## config.mk

```make
export PLATFORM = sky130hd
export DESIGN_NAME = integer_expression_evaluator_core
export DESIGN_NICKNAME = d
export VERILOG_FILES = /design/src/rtl/iee_pkg.sv /design/src/rtl/integer_expression_evaluator_core.sv
export SDC_FILE = /design/constraint.sdc
export NUM_CORES = 1
export LEC_CHECK = 0
export BUFFER_PORTS_ARGS = -buffer_cell sky130_fd_sc_hd__buf_4
export CAP_MARGIN = 20
export CORE_UTILIZATION = 30
export DETAILED_ROUTE_END_ITERATION = 8
export PLACE_DENSITY_LB_ADDON = 0.3
export SYNTH_ARGS = -nofsm -noshare
export SYNTH_HDL_FRONTEND = slang
export SYNTH_SLANG_ARGS = --single-unit
```

## constraint.sdc

```tcl
create_clock -name aclk -period 8.5 [get_ports aclk]
set_clock_uncertainty 0.15 [all_clocks]
set_input_delay 0.85 -clock aclk [delete_from_list [all_inputs] [get_ports aclk]]
set_output_delay 0.85 -clock aclk [all_outputs]
set_load 0.1 [all_outputs]
```

## src/rtl/iee_pkg.sv

```systemverilog
// Shared types, character codes and state encodings for the expression evaluator.
// No dependencies.
`timescale 1ns / 1ps
`default_nettype none

package iee_pkg;

    localparam int VALUE_WIDTH = 32;
    localparam int LINE_LIMIT  = 128;
    localparam int CNT_WIDTH   = $clog2(VALUE_WIDTH);

    typedef logic [VALUE_WIDTH-1:0] value_t;
    typedef logic [7:0]             char_t;
    typedef logic [CNT_WIDTH-1:0]   iter_cnt_t;

    localparam char_t CH_ZERO  = 8'h30;
    localparam char_t CH_NINE  = 8'h39;
    localparam char_t CH_SPACE = 8'h20;
    localparam char_t CH_MINUS = 8'h2D;
    localparam char_t CH_PLUS  = 8'h2B;
    localparam char_t CH_STAR  = 8'h2A;
    localparam char_t CH_SLASH = 8'h2F;
    localparam char_t CH_PCT   = 8'h25;

    typedef enum logic [1:0] {
        STAT_OK    = 2'd0,
        STAT_DIV0  = 2'd1,
        STAT_BADOP = 2'd2
    } status_t;

    // parse position within a line
    typedef enum logic [2:0] {
        PH_LEAD1 = 3'd0,
        PH_DIG1  = 3'd1,
        PH_SP1   = 3'd2,
        PH_LEAD2 = 3'd3,
        PH_DIG2  = 3'd4,
        PH_DONE  = 3'd5
    } phase_t;

    // sequencer for the evaluation at line end
    typedef enum logic [2:0] {
        CT_PARSE = 3'd0,
        CT_PREP  = 3'd1,
        CT_ITER  = 3'd2,
        CT_FIX   = 3'd3,
        CT_DONE  = 3'd4
    } ctrl_t;

    function automatic logic is_digit(input char_t c);
        return (c >= CH_ZERO) && (c <= CH_NINE);
    endfunction

    // m * 10 + digit, wrapping at VALUE_WIDTH; the digit is the low nibble
    function automatic value_t accumulate(input value_t m, input char_t c);
        return value_t'(m << 3) + value_t'(m << 1) + value_t'(c[3:0]);
    endfunction

endpackage

`default_nettype wire

```

## src/rtl/integer_expression_evaluator_core.sv

```systemverilog
// Top level of the expression evaluator: character parser, bit-serial multiply/divide
// sequencer and output register. Depends on iee_pkg.
`timescale 1ns / 1ps
`default_nettype none

// One character beat is taken per cycle while a line is being parsed. A beat with
// s_line_end set closes the line: for + and - (and for an error status) the PREP state
// computes the result and DONE loads it into the output register; for * / and % the
// block runs a shift-add multiplier or a restoring divider that produces one bit per
// cycle in ITER, then FIX, so s_ready stays low from PREP through DONE. The result
// sits in an output register, so the next line can be parsed while m_valid waits for m_ready.
module integer_expression_evaluator_core (
    input  wire logic               aclk,
    input  wire logic               aresetn,
    input  wire logic               s_valid,
    output logic                    s_ready,
    input  wire logic [7:0]         s_ch,
    input  wire logic               s_line_end,
    output logic                    m_valid,
    input  wire logic               m_ready,
    output logic signed [31:0]      m_result_value,
    output logic signed [31:0]      m_left_operand,
    output logic signed [31:0]      m_right_operand,
    output logic [7:0]              m_operator_char,
    output logic [1:0]              m_status
);

    iee_pkg::ctrl_t     ctrl_reg, ctrl_next;
    iee_pkg::phase_t    phase_reg, phase_next;
    iee_pkg::value_t    mag1_reg, mag1_next;
    logic               neg1_reg, neg1_next;
    iee_pkg::value_t    mag2_reg, mag2_next;
    logic               neg2_reg, neg2_next;
    iee_pkg::char_t     hop_reg, hop_next;
    logic [7:0]         char_cnt_reg, char_cnt_next;

    iee_pkg::value_t    a_reg, a_next;
    iee_pkg::value_t    b_reg, b_next;
    iee_pkg::char_t     op_reg, op_next;
    iee_pkg::status_t   stat_reg, stat_next;
    iee_pkg::value_t    res_reg, res_next;
    iee_pkg::value_t    work_reg, work_next;
    iee_pkg::value_t    acc_reg, acc_next;
    iee_pkg::value_t    opnd_reg, opnd_next;
    iee_pkg::iter_cnt_t iter_cnt_reg, iter_cnt_next;

    logic               m_valid_reg, m_valid_next;
    iee_pkg::value_t    out_res_reg, out_res_next;
    iee_pkg::value_t    out_a_reg, out_a_next;
    iee_pkg::value_t    out_b_reg, out_b_next;
    iee_pkg::char_t     out_op_reg, out_op_next;
    iee_pkg::status_t   out_stat_reg, out_stat_next;

    logic                         s_fire;
    logic                         is_mul, is_div, is_rem;
    logic [iee_pkg::VALUE_WIDTH:0] rem_sh;
    logic [iee_pkg::VALUE_WIDTH:0] rem_diff;

    assign s_ready = (ctrl_reg == iee_pkg::CT_PARSE);
    assign s_fire  = s_valid && s_ready;

    assign is_mul = (op_reg == iee_pkg::CH_STAR);
    assign is_div = (op_reg == iee_pkg::CH_SLASH);
    assign is_rem = (op_reg == iee_pkg::CH_PCT);

    // restoring divider step: shift one dividend bit into the partial remainder
    assign rem_sh   = {acc_reg, work_reg[iee_pkg::VALUE_WIDTH-1]};
    assign rem_diff = rem_sh - {1'b0, opnd_reg};

    always_comb begin
        iee_pkg::value_t ua;
        iee_pkg::value_t ub;
        ctrl_next     = ctrl_reg;
        phase_next    = phase_reg;
        mag1_next     = mag1_reg;
        neg1_next     = neg1_reg;
        mag2_next     = mag2_reg;
        neg2_next     = neg2_reg;
        hop_next      = hop_reg;
        char_cnt_next = char_cnt_reg;
        a_next        = a_reg;
        b_next        = b_reg;
        op_next       = op_reg;
        stat_next     = stat_reg;
        res_next      = res_reg;
        work_next     = work_reg;
        acc_next      = acc_reg;
        opnd_next     = opnd_reg;
        iter_cnt_next = iter_cnt_reg;
        m_valid_next  = m_valid_reg && !m_ready;
        out_res_next  = out_res_reg;
        out_a_next    = out_a_reg;
        out_b_next    = out_b_reg;
        out_op_next   = out_op_reg;
        out_stat_next = out_stat_reg;
        ua = a_reg[iee_pkg::VALUE_WIDTH-1] ? iee_pkg::value_t'(0) - a_reg : a_reg;
        ub = b_reg[iee_pkg::VALUE_WIDTH-1] ? iee_pkg::value_t'(0) - b_reg : b_reg;

        case (ctrl_reg)
            iee_pkg::CT_PARSE: begin
                if (s_fire && s_line_end) begin
                    a_next  = neg1_reg ? iee_pkg::value_t'(0) - mag1_reg : mag1_reg;
                    b_next  = neg2_reg ? iee_pkg::value_t'(0) - mag2_reg : mag2_reg;
                    op_next = hop_reg;
                    phase_next    = iee_pkg::PH_LEAD1;
                    mag1_next     = '0;
                    neg1_next     = 1'b0;
                    mag2_next     = '0;
                    neg2_next     = 1'b0;
                    hop_next      = '0;
                    char_cnt_next = '0;
                    ctrl_next     = iee_pkg::CT_PREP;
                end else if (s_fire && (char_cnt_reg < 8'(iee_pkg::LINE_LIMIT))) begin
                    char_cnt_next = char_cnt_reg + 8'd1;
                    case (phase_reg)
                        iee_pkg::PH_LEAD1: begin
                            if (s_ch == iee_pkg::CH_SPACE) begin
                            end else if (s_ch == iee_pkg::CH_MINUS) begin
                                neg1_next  = 1'b1;
                                phase_next = iee_pkg::PH_DIG1;
                            end else if (iee_pkg::is_digit(s_ch)) begin
                                mag1_next  = iee_pkg::accumulate(mag1_reg, s_ch);
                                phase_next = iee_pkg::PH_DIG1;
                            end else begin
                                hop_next   = s_ch;
                                phase_next = iee_pkg::PH_LEAD2;
                            end
                        end
                        iee_pkg::PH_DIG1: begin
                            if (iee_pkg::is_digit(s_ch)) begin
                                mag1_next = iee_pkg::accumulate(mag1_reg, s_ch);
                            end else if (s_ch == iee_pkg::CH_SPACE) begin
                                phase_next = iee_pkg::PH_SP1;
                            end else begin
                                hop_next   = s_ch;
                                phase_next = iee_pkg::PH_LEAD2;
                            end
                        end
                        iee_pkg::PH_SP1: begin
                            if (s_ch != iee_pkg::CH_SPACE) begin
                                hop_next   = s_ch;
                                phase_next = iee_pkg::PH_LEAD2;
                            end
                        end
                        iee_pkg::PH_LEAD2: begin
                            if (s_ch == iee_pkg::CH_SPACE) begin
                            end else if (s_ch == iee_pkg::CH_MINUS) begin
                                neg2_next  = 1'b1;
                                phase_next = iee_pkg::PH_DIG2;
                            end else if (iee_pkg::is_digit(s_ch)) begin
                                mag2_next  = iee_pkg::accumulate(mag2_reg, s_ch);
                                phase_next = iee_pkg::PH_DIG2;
                            end else begin
                                phase_next = iee_pkg::PH_DONE;
                            end
                        end
                        iee_pkg::PH_DIG2: begin
                            if (iee_pkg::is_digit(s_ch)) begin
                                mag2_next = iee_pkg::accumulate(mag2_reg, s_ch);
                            end else begin
                                phase_next = iee_pkg::PH_DONE;
                            end
                        end
                        default: begin
                        end
                    endcase
                end
            end
            iee_pkg::CT_PREP: begin
                iter_cnt_next = '0;
                stat_next     = iee_pkg::STAT_OK;
                res_next      = '0;
                ctrl_next     = iee_pkg::CT_DONE;
                if (op_reg == iee_pkg::CH_PLUS) begin
                    res_next = a_reg + b_reg;
                end else if (op_reg == iee_pkg::CH_MINUS) begin
                    res_next = a_reg - b_reg;
                end else if (is_mul) begin
                    acc_next  = '0;
                    opnd_next = a_reg;
                    work_next = b_reg;
                    ctrl_next = iee_pkg::CT_ITER;
                end else if (is_div || is_rem) begin
                    if (b_reg == '0) begin
                        stat_next = iee_pkg::STAT_DIV0;
                    end else begin
                        acc_next  = '0;
                        opnd_next = ub;
                        work_next = ua;
                        ctrl_next = iee_pkg::CT_ITER;
                    end
                end else begin
                    stat_next = iee_pkg::STAT_BADOP;
                end
            end
            iee_pkg::CT_ITER: begin
                if (is_mul) begin
                    // shift-add: one multiplier bit per beat of the clock
                    if (work_reg[0]) begin
                        acc_next = acc_reg + opnd_reg;
                    end
                    opnd_next = opnd_reg << 1;
                    work_next = work_reg >> 1;
                end else if (!rem_diff[iee_pkg::VALUE_WIDTH]) begin
                    acc_next  = rem_diff[iee_pkg::VALUE_WIDTH-1:0];
                    work_next = {work_reg[iee_pkg::VALUE_WIDTH-2:0], 1'b1};
                end else begin
                    acc_next  = rem_sh[iee_pkg::VALUE_WIDTH-1:0];
                    work_next = {work_reg[iee_pkg::VALUE_WIDTH-2:0], 1'b0};
                end
                if (iter_cnt_reg == iee_pkg::iter_cnt_t'(iee_pkg::VALUE_WIDTH - 1)) begin
                    iter_cnt_next = '0;
                    ctrl_next     = iee_pkg::CT_FIX;
                end else begin
                    iter_cnt_next = iter_cnt_reg + 1'b1;
                end
            end
            iee_pkg::CT_FIX: begin
                // work holds the quotient, acc the product or remainder
                if (is_mul) begin
                    res_next = acc_reg;
                end else if (is_div) begin
                    res_next = (a_reg[iee_pkg::VALUE_WIDTH-1] ^ b_reg[iee_pkg::VALUE_WIDTH-1])
                             ? iee_pkg::value_t'(0) - work_reg : work_reg;
                end else begin
                    res_next = a_reg[iee_pkg::VALUE_WIDTH-1]
                             ? iee_pkg::value_t'(0) - acc_reg : acc_reg;
                end
                ctrl_next = iee_pkg::CT_DONE;
            end
            iee_pkg::CT_DONE: begin
                if (!m_valid_reg || m_ready) begin
                    m_valid_next  = 1'b1;
                    out_res_next  = res_reg;
                    out_a_next    = a_reg;
                    out_b_next    = b_reg;
                    out_op_next   = op_reg;
                    out_stat_next = stat_reg;
                    ctrl_next     = iee_pkg::CT_PARSE;
                end
            end
            default: begin
                ctrl_next = iee_pkg::CT_PARSE;
            end
        endcase
    end

    always_ff @(posedge aclk) begin
        if (!aresetn) begin
            ctrl_reg     <= iee_pkg::CT_PARSE;
            phase_reg    <= iee_pkg::PH_LEAD1;
            mag1_reg     <= '0;
            neg1_reg     <= 1'b0;
            mag2_reg     <= '0;
            neg2_reg     <= 1'b0;
            hop_reg      <= '0;
            char_cnt_reg <= '0;
            iter_cnt_reg <= '0;
            m_valid_reg  <= 1'b0;
        end else begin
            ctrl_reg     <= ctrl_next;
            phase_reg    <= phase_next;
            mag1_reg     <= mag1_next;
            neg1_reg     <= neg1_next;
            mag2_reg     <= mag2_next;
            neg2_reg     <= neg2_next;
            hop_reg      <= hop_next;
            char_cnt_reg <= char_cnt_next;
            iter_cnt_reg <= iter_cnt_next;
            m_valid_reg  <= m_valid_next;
        end
    end

    always_ff @(posedge aclk) begin
        a_reg        <= a_next;
        b_reg        <= b_next;
        op_reg       <= op_next;
        stat_reg     <= stat_next;
        res_reg      <= res_next;
        work_reg     <= work_next;
        acc_reg      <= acc_next;
        opnd_reg     <= opnd_next;
        out_res_reg  <= out_res_next;
        out_a_reg    <= out_a_next;
        out_b_reg    <= out_b_next;
        out_op_reg   <= out_op_next;
        out_stat_reg <= out_stat_next;
    end

    assign m_valid         = m_valid_reg;
    assign m_result_value  = signed'(out_res_reg);
    assign m_left_operand  = signed'(out_a_reg);
    assign m_right_operand = signed'(out_b_reg);
    assign m_operator_char = out_op_reg;
    assign m_status        = out_stat_reg;

    // line end clears the parser and starts evaluation
    a_line_end_starts: assert property (@(posedge aclk) disable iff (!aresetn)
        (s_fire && s_line_end) |=>
            (ctrl_reg == iee_pkg::CT_PREP) && (phase_reg == iee_pkg::PH_LEAD1)
            && (char_cnt_reg == 8'd0))
        else $error("line end did not restart the parser");

    a_char_cnt_bound: assert property (@(posedge aclk) disable iff (!aresetn)
        char_cnt_reg <= 8'(iee_pkg::LINE_LIMIT))
        else $error("character count past line limit");

    a_iter_idle: assert property (@(posedge aclk) disable iff (!aresetn)
        (ctrl_reg != iee_pkg::CT_ITER) |-> (iter_cnt_reg == '0))
        else $error("iteration counter left running");

    a_result_source: assert property (@(posedge aclk) disable iff (!aresetn)
        $rose(m_valid_reg) |-> ($past(ctrl_reg) == iee_pkg::CT_DONE))
        else $error("result beat not from the done state");

    a_div0_op: assert property (@(posedge aclk) disable iff (!aresetn)
        (m_valid_reg && (out_stat_reg == iee_pkg::STAT_DIV0)) |->
            ((out_op_reg == iee_pkg::CH_SLASH) || (out_op_reg == iee_pkg::CH_PCT)))
        else $error("divide by zero flagged for another operator");

endmodule

`default_nettype wire

```

==> results.toml, run 1 <==
[clock_network]
cts-resized-gates = 0
insertion_delay_ns = 0.62
clock-sinks = 402
clock-root-buffer = "clkbuf_16"
htree_levels = 2
cts_made_buffers = 48
postCtsSetupRepairBufs = 0
cts.clk_slew.worst_paths_ns = 0.06
cts_buffer_depth = 3
ctsHoldBuffers = 0
cts_tree = "built"

[yosys]
async_flop_share_pct = 0
synth_top_family_by_area = "compound AO/OA/AOI/OAI gates"
synth_compound_area_share_pct = 24.1
syn_area_um2 = 30400
synthMuxAreaShare_pct = 1.52
synth_cells = 3391
yosysWarningCount = 0
ys_types = 83
ys_ff_latch = 402
synth_xor_area_share_pct = 7.51
ys_seq_area_share_pct = 36.6
synthFlopType = "edfxtp_1"
synthAdderAreaFrac_pct = 10.8
synth_area_per_cell_um2 = 8.98
synth-simple-area-share_pct = 15.7
synth_edf_count = 308
syn_nets = 3662

[flow_run]
drv_cap = 0

[layout]
layout_commonest_cell = "edfxtp_1"
fillers = 10283
area_growth_pct = 13.1
final_cell_mix = "308 x edfxtp_1, 305 x nand2_1, 296 x o21ai_0, 269 x a21oi_1, 250 x ha_1"
stdcell_area_um2 = 34400
fin_nets = 3711
drive_gt1_share_pct = 8.02

[grt]
overflow = 0
grt_pass1_wl_um = 151000
track_usage_pct = 18.8
grt_max_degree = 97
antenna_found_initial = 2
grt_pass1_vias = 25350

[setup_path]
crit_path_start_kind = "register"
worstSetupPathType = "reg -> reg"
crit_fanout = 32
r2r_setup_slack_ns = 3.72
r2r-start = "b_reg[2]"
worst_setup_path_end_kind = "register"
worst_ep_required_time_ns = 8.61
crit_start = "b_reg[2]"
arrival_ns = 4.89
rr_worst_depth = 9
r2r_end = "opnd_reg[1]"

[place]
gp_congestion = 0.922
place_area_um2 = 32800
portBuffers = 120
hpwl_um = 74900

[die]
fp.dieArea_um2 = 103000
die_width_um = 321
rows = 116
coreArea_um2 = 100000
start_util_pct = 30.4
die_y_um = 321
pin_count = 121

[timing]
post-route-period-util_pct = 56.3
fin_crit_ns = 4.78
hold_violations = 0
whs_ns = 0.269
finalSetupViolCount = 0
report.final.slew_viol_count = 0
fmax_mhz = 209
slew_headroom_pct = 30.5
rsz0062_at_grt = "no"
worst_pin_slew_ns = 1.04
setup_tns_ns = 0

[hold_path]
hold_path_depth = 0
hold_class = "reg -> reg"
hold_end = "m_result_value[9]"
min_from = "res_reg[9]"

[drt]
wl_met2_um = 46200
detail-route-antenna-nets = 0
wl_met1_um = 45100
dr.first_iter.drc_count = 2377
drt_pre_antenna_iters = 6
via_count = 26415
wirelength_um = 99000
post-route-drc-count = 0
top_layer_used = "met5"
wl_per_cell_um = 20.5
vias_per_cell = 5.46
dr_wl_met3_um = 5290

[power_and_ir_drop]
ir_drop_mv = 0.132
power_density_nw_per_um2 = 140
leakage_uw = 0.0137
fin_total_pwr_uw = 4820

[run_status]
status = "complete, no violations"
==> per-layer routing <==
metal  track usage [%]  vias to the layer above
li1                  -                    12788
met4              5.08                        2
met1              25.5                    12771
met3              2.37                      129
met5                 0                        -
met2              31.3                      725
==> critical path, cell delays in order (launching register included) <==
cell and delay [ns]:
edfxtp_1 0.51, nor4_2 0.53, nand4_1 0.30, or4_1 0.61
or3_1 0.48, or3_1 0.41, nand4b_1 0.21, and3b_1 0.24
a21oi_1 0.62, a21oi_4 0.34
==> where the power goes <==
part           internal [uW]  switching (uW)
combinational            164             345
sequential              2150            49.5
clock                   1220             898
total                   3530            1290
==> Yosys cell counts (7+ instances only) <==
library cell	n	area, um^2
xor2_1	92	806
mux2i_1	44	440
and2_1	28	175
fa_1	8	160
nor2_1	222	833
o21a_1	40	300
nor4_1	21	131
nand2b_1	42	263
a221oi_1	17	149
buf_1	11	41.3
inv_1	145	544
nor2b_1	53	332
o22ai_1	21	131
a211oi_1	40	300
xnor2_1	169	1480
dfxtp_1	94	1880
nand2_1	307	1150
or4_1	33	248
clkbuf_1	146	548
nor3_1	74	370
a31oi_1	25	156
edfxtp_1	308	9250
and3_1	30	188
o31ai_1	65	488
a2111oi_0	7	61.3
a22oi_1	14	105
o21ai_0	296	1480
ha_1	250	3130
o21bai_1	25	188
a41oi_1	7	61.3
o211ai_1	59	443
a21oi_1	271	1360
o2111ai_1	7	61.3
a21o_1	98	736
nand3_1	68	340
a21boi_0	21	158
nand4_1	27	169
o221ai_1	16	140
or3_1	28	175
o41ai_1	22	193
a221o_1	10	100
o31a_1	12	105
a32oi_1	10	87.6
==> layout make-up <==
type	instances	area (um^2)	area share, %
diodes	2	5.00	0.0145
clock buffers	56	1250	3.63
clock inverters	33	345	1.00
inverters	147	553	1.61
multi-input cells	2684	18200	53.0
flip-flops and latches	402	11100	32.3
well taps	1357	1700	4.93
repair buffers	157	1200	3.47
==> how the worst max path moves through the flow <==
| stage | endpoint | slack (ns) | depth (start not counted) |
|---|---|---|---|
| finish | opnd_reg[1] | 3.72 | 9 |
| global route | work_reg[0] | 3.43 | 10 |
| CTS | opnd_reg[9] | 3.72 | 9 |
| detailed placement | mag2_reg[27] | 3.65 | 15 |
| global placement | mag2_reg[27] | 3.76 | 15 |
| floorplan | mag1_reg[18] | 1.87 | 7 |
==> metrics by stage <==
step / setup WS [ns] / cells / utilization (%)
final: 3.72 / 4838 / 34.3
after global routing: 3.43 / 4836 / 34.3
after CTS: 3.72 / 4832 / 34.3
after detailed placement: 3.65 / 4743 / 32.7
after global placement: 3.76 / 4743 / 32.7
after floorplan: 1.87 / 3391 / -
==> logic make-up (layout without fill, tap and decap cells) <==
family,count (synthesis),after routing
AO/OA/AOI/OAI,1140,1140
AND/OR/NAND/NOR,979,979
flip-flops,402,402
buffers and inverters,305,393
XOR/XNOR,261,261
adder cells (fa/ha/maj),258,258
multiplexers,46,46
other,0,2
Power figures use the tool's default switching activity.
==> run 2: changes to the inputs <==
==> constraint.sdc (replaced) <==
create_clock -name aclk -period 5 [get_ports aclk]
set_clock_uncertainty 0.15 [all_clocks]
set_input_delay 0.5 -clock aclk [delete_from_list [all_inputs] [get_ports aclk]]
set_output_delay 0.5 -clock aclk [all_outputs]
set_load 0.1 [all_outputs]
==> run 2 against run 1 <==
  * Non-clock buffer count grew 38
  * Sequential share of layout area shrank 0.38 points
  * Final area grew 1.2%
  * Total power grew 74%
  * Highest routed layer is now met4
==> results.toml, run 2 (synthesis results as in run 1) <==
[run_status]
status = "complete, no violations"

[die]
coreArea_um2 = 100000
fp.dieArea_um2 = 103000
pin_count = 121
start_util_pct = 30.4
die_y_um = 321
rows = 116
die_width_um = 321

[grt]
overflow = 0
antenna_found_initial = 1
track_usage_pct = 18.9
grt_pass1_wl_um = 151000
grt.busiest_layer = "met2"
grt_max_degree = 81
use_met3_pct = 2.54
use_met2_pct = 30.9
met1_usage_pct = 25.9
grt_pass1_vias = 25201

[timing]
rsz0062_at_grt = "no"
setup_tns_ns = 0
whs_ns = 0.0595
post-route-period-util_pct = 90.3
fin_crit_ns = 4.52
fin_ws_ns = 0.485
slew_headroom_pct = 27.8
report.final.slew_viol_count = 0
finalSetupViolCount = 0
hold_violations = 0
fmax_mhz = 221
worst_pin_slew_ns = 1.08

[power_and_ir_drop]
p_int_uw = 6130
clkPwrFrac_pct = 44.9
p_switching_uw = 2260
ir_drop_mv = 0.271
power_density_nw_per_um2 = 241
leakage_uw = 0.0139
p_comb_share_pct = 10.7
seqPwrFrac_pct = 44.4
p_sw_share_pct = 26.9

[place]
gp_congestion = 0.938
detailedPlace.worstSlack_ns = 0.555
portBuffers = 120
dp_cells = 4785
hpwl_um = 76100

[setup_path]
r2r_end = "acc_reg[1]"
r2r-start = "b_reg[2]"
crit_path_start_kind = "register"
worstSetupPathType = "reg -> reg"
worst_setup_path_end_kind = "register"
rr_worst_depth = 11
worst_ep_required_time_ns = 5.15
crit_fanout = 32
r2r_setup_slack_ns = 0.48
arrival_ns = 4.66

[clock_network]
clock-sinks = 402
htree_levels = 2
clock-root-buffer = "clkbuf_16"
cts-resized-gates = 0
ctsHoldBuffers = 0
cts_buffer_depth = 3
postCtsSetupRepairBufs = 0
cts_made_buffers = 49
cts.clk_slew.worst_paths_ns = 0.06
cts_tree = "built"
insertion_delay_ns = 0.65

[layout]
layout_commonest_cell = "edfxtp_1"
drive_gt1_share_pct = 9.26
fillers = 10326
final_cells = 4877
area_growth_pct = 14.4
final_cell_mix = "308 x edfxtp_1, 305 x nand2_1, 296 x o21ai_0, 269 x a21oi_1, 250 x ha_1"
final-seq-area_um2 = 11100
fin_nets = 3750
multi_input_area_um2 = 18300
diodes = 0
final_util_pct = 34.7

[drt]
post-route-drc-count = 0
detail-route-antenna-nets = 0
vias_per_cell = 5.42
drt_pre_antenna_iters = 5
wirelength_um = 99700
wl_per_cell_um = 20.4
via_count = 26423
dr.first_iter.drc_count = 1979

[hold_path]
hold_class = "in -> reg"
min_from = "s_ch[6]"
hold_path_depth = 4
hold_end = "hop_reg[6]"

[flow_run]
drv_cap = 0
## run 2: cell type report
class / instances / area share (%)
multi-input combinational: 2684 / 52.4
clock inverter: 33 / 1.12
timing repair buffer: 195 / 4.35
sequential: 402 / 32.0
clock buffer: 59 / 3.71
inverter: 147 / 1.59
tap: 1357 / 4.87
## run 2: worst max-delay path by stage
| stage | endpoint | cells past startpoint | slack [ns] | from |
|---|---|---|---|---|
| 2_1_floorplan | mag1_reg[18] | 7 | 0.75 | ctrl_reg[1] |
| 3_3_place_gp | acc_reg[2] | 11 | 0.62 | b_reg[2] |
| 3_5_place_dp | acc_reg[2] | 11 | 0.55 | b_reg[2] |
| 4_1_cts | acc_reg[2] | 11 | 0.49 | b_reg[2] |
| 5_1_grt | acc_reg[1] | 11 | 0.32 | b_reg[2] |
| 6_report | acc_reg[1] | 11 | 0.48 | b_reg[2] |
## run 2: power by group through the flow
stage	Combinational [uW]	Sequential [uW]	Clock, uW
2_1_floorplan	530	3860	0
4_1_cts	887	3730	3860
3_3_place_gp	883	3800	0
3_5_place_dp	883	3800	0
6_report	896	3730	3770
5_1_grt	969	3730	3990
## run 2: critical path, stage by stage (launching register included)
cell and delay (ns):
edfxtp_1 0.50, nor4_2 0.55, nand4_1 0.29, or4_1 0.63, or3_1 0.46, or3_1 0.39, nand4b_1 0.25, and3b_1 0.27
a21oi_1 0.13, buf_4 0.19, a21oi_4 0.03, buf_4 0.30
## run 2: per-layer routing
| layer | part of all wire (%) | up-vias |
|---|---|---|
| li1 | - | 12894 |
| met1 | 46 | 12689 |
| met2 | 46 | 712 |
| met3 | 5.6 | 128 |
| met4 | 2.4 | 0 |
| met5 | 0 | - |
## run 2: stage by stage
step	cell area, um^2	total power (uW)
floorplan	30500	4390
global placement	33100	4680
detailed placement	33100	4680
CTS	34800	8470
global route	34800	8690
finish	34800	8390
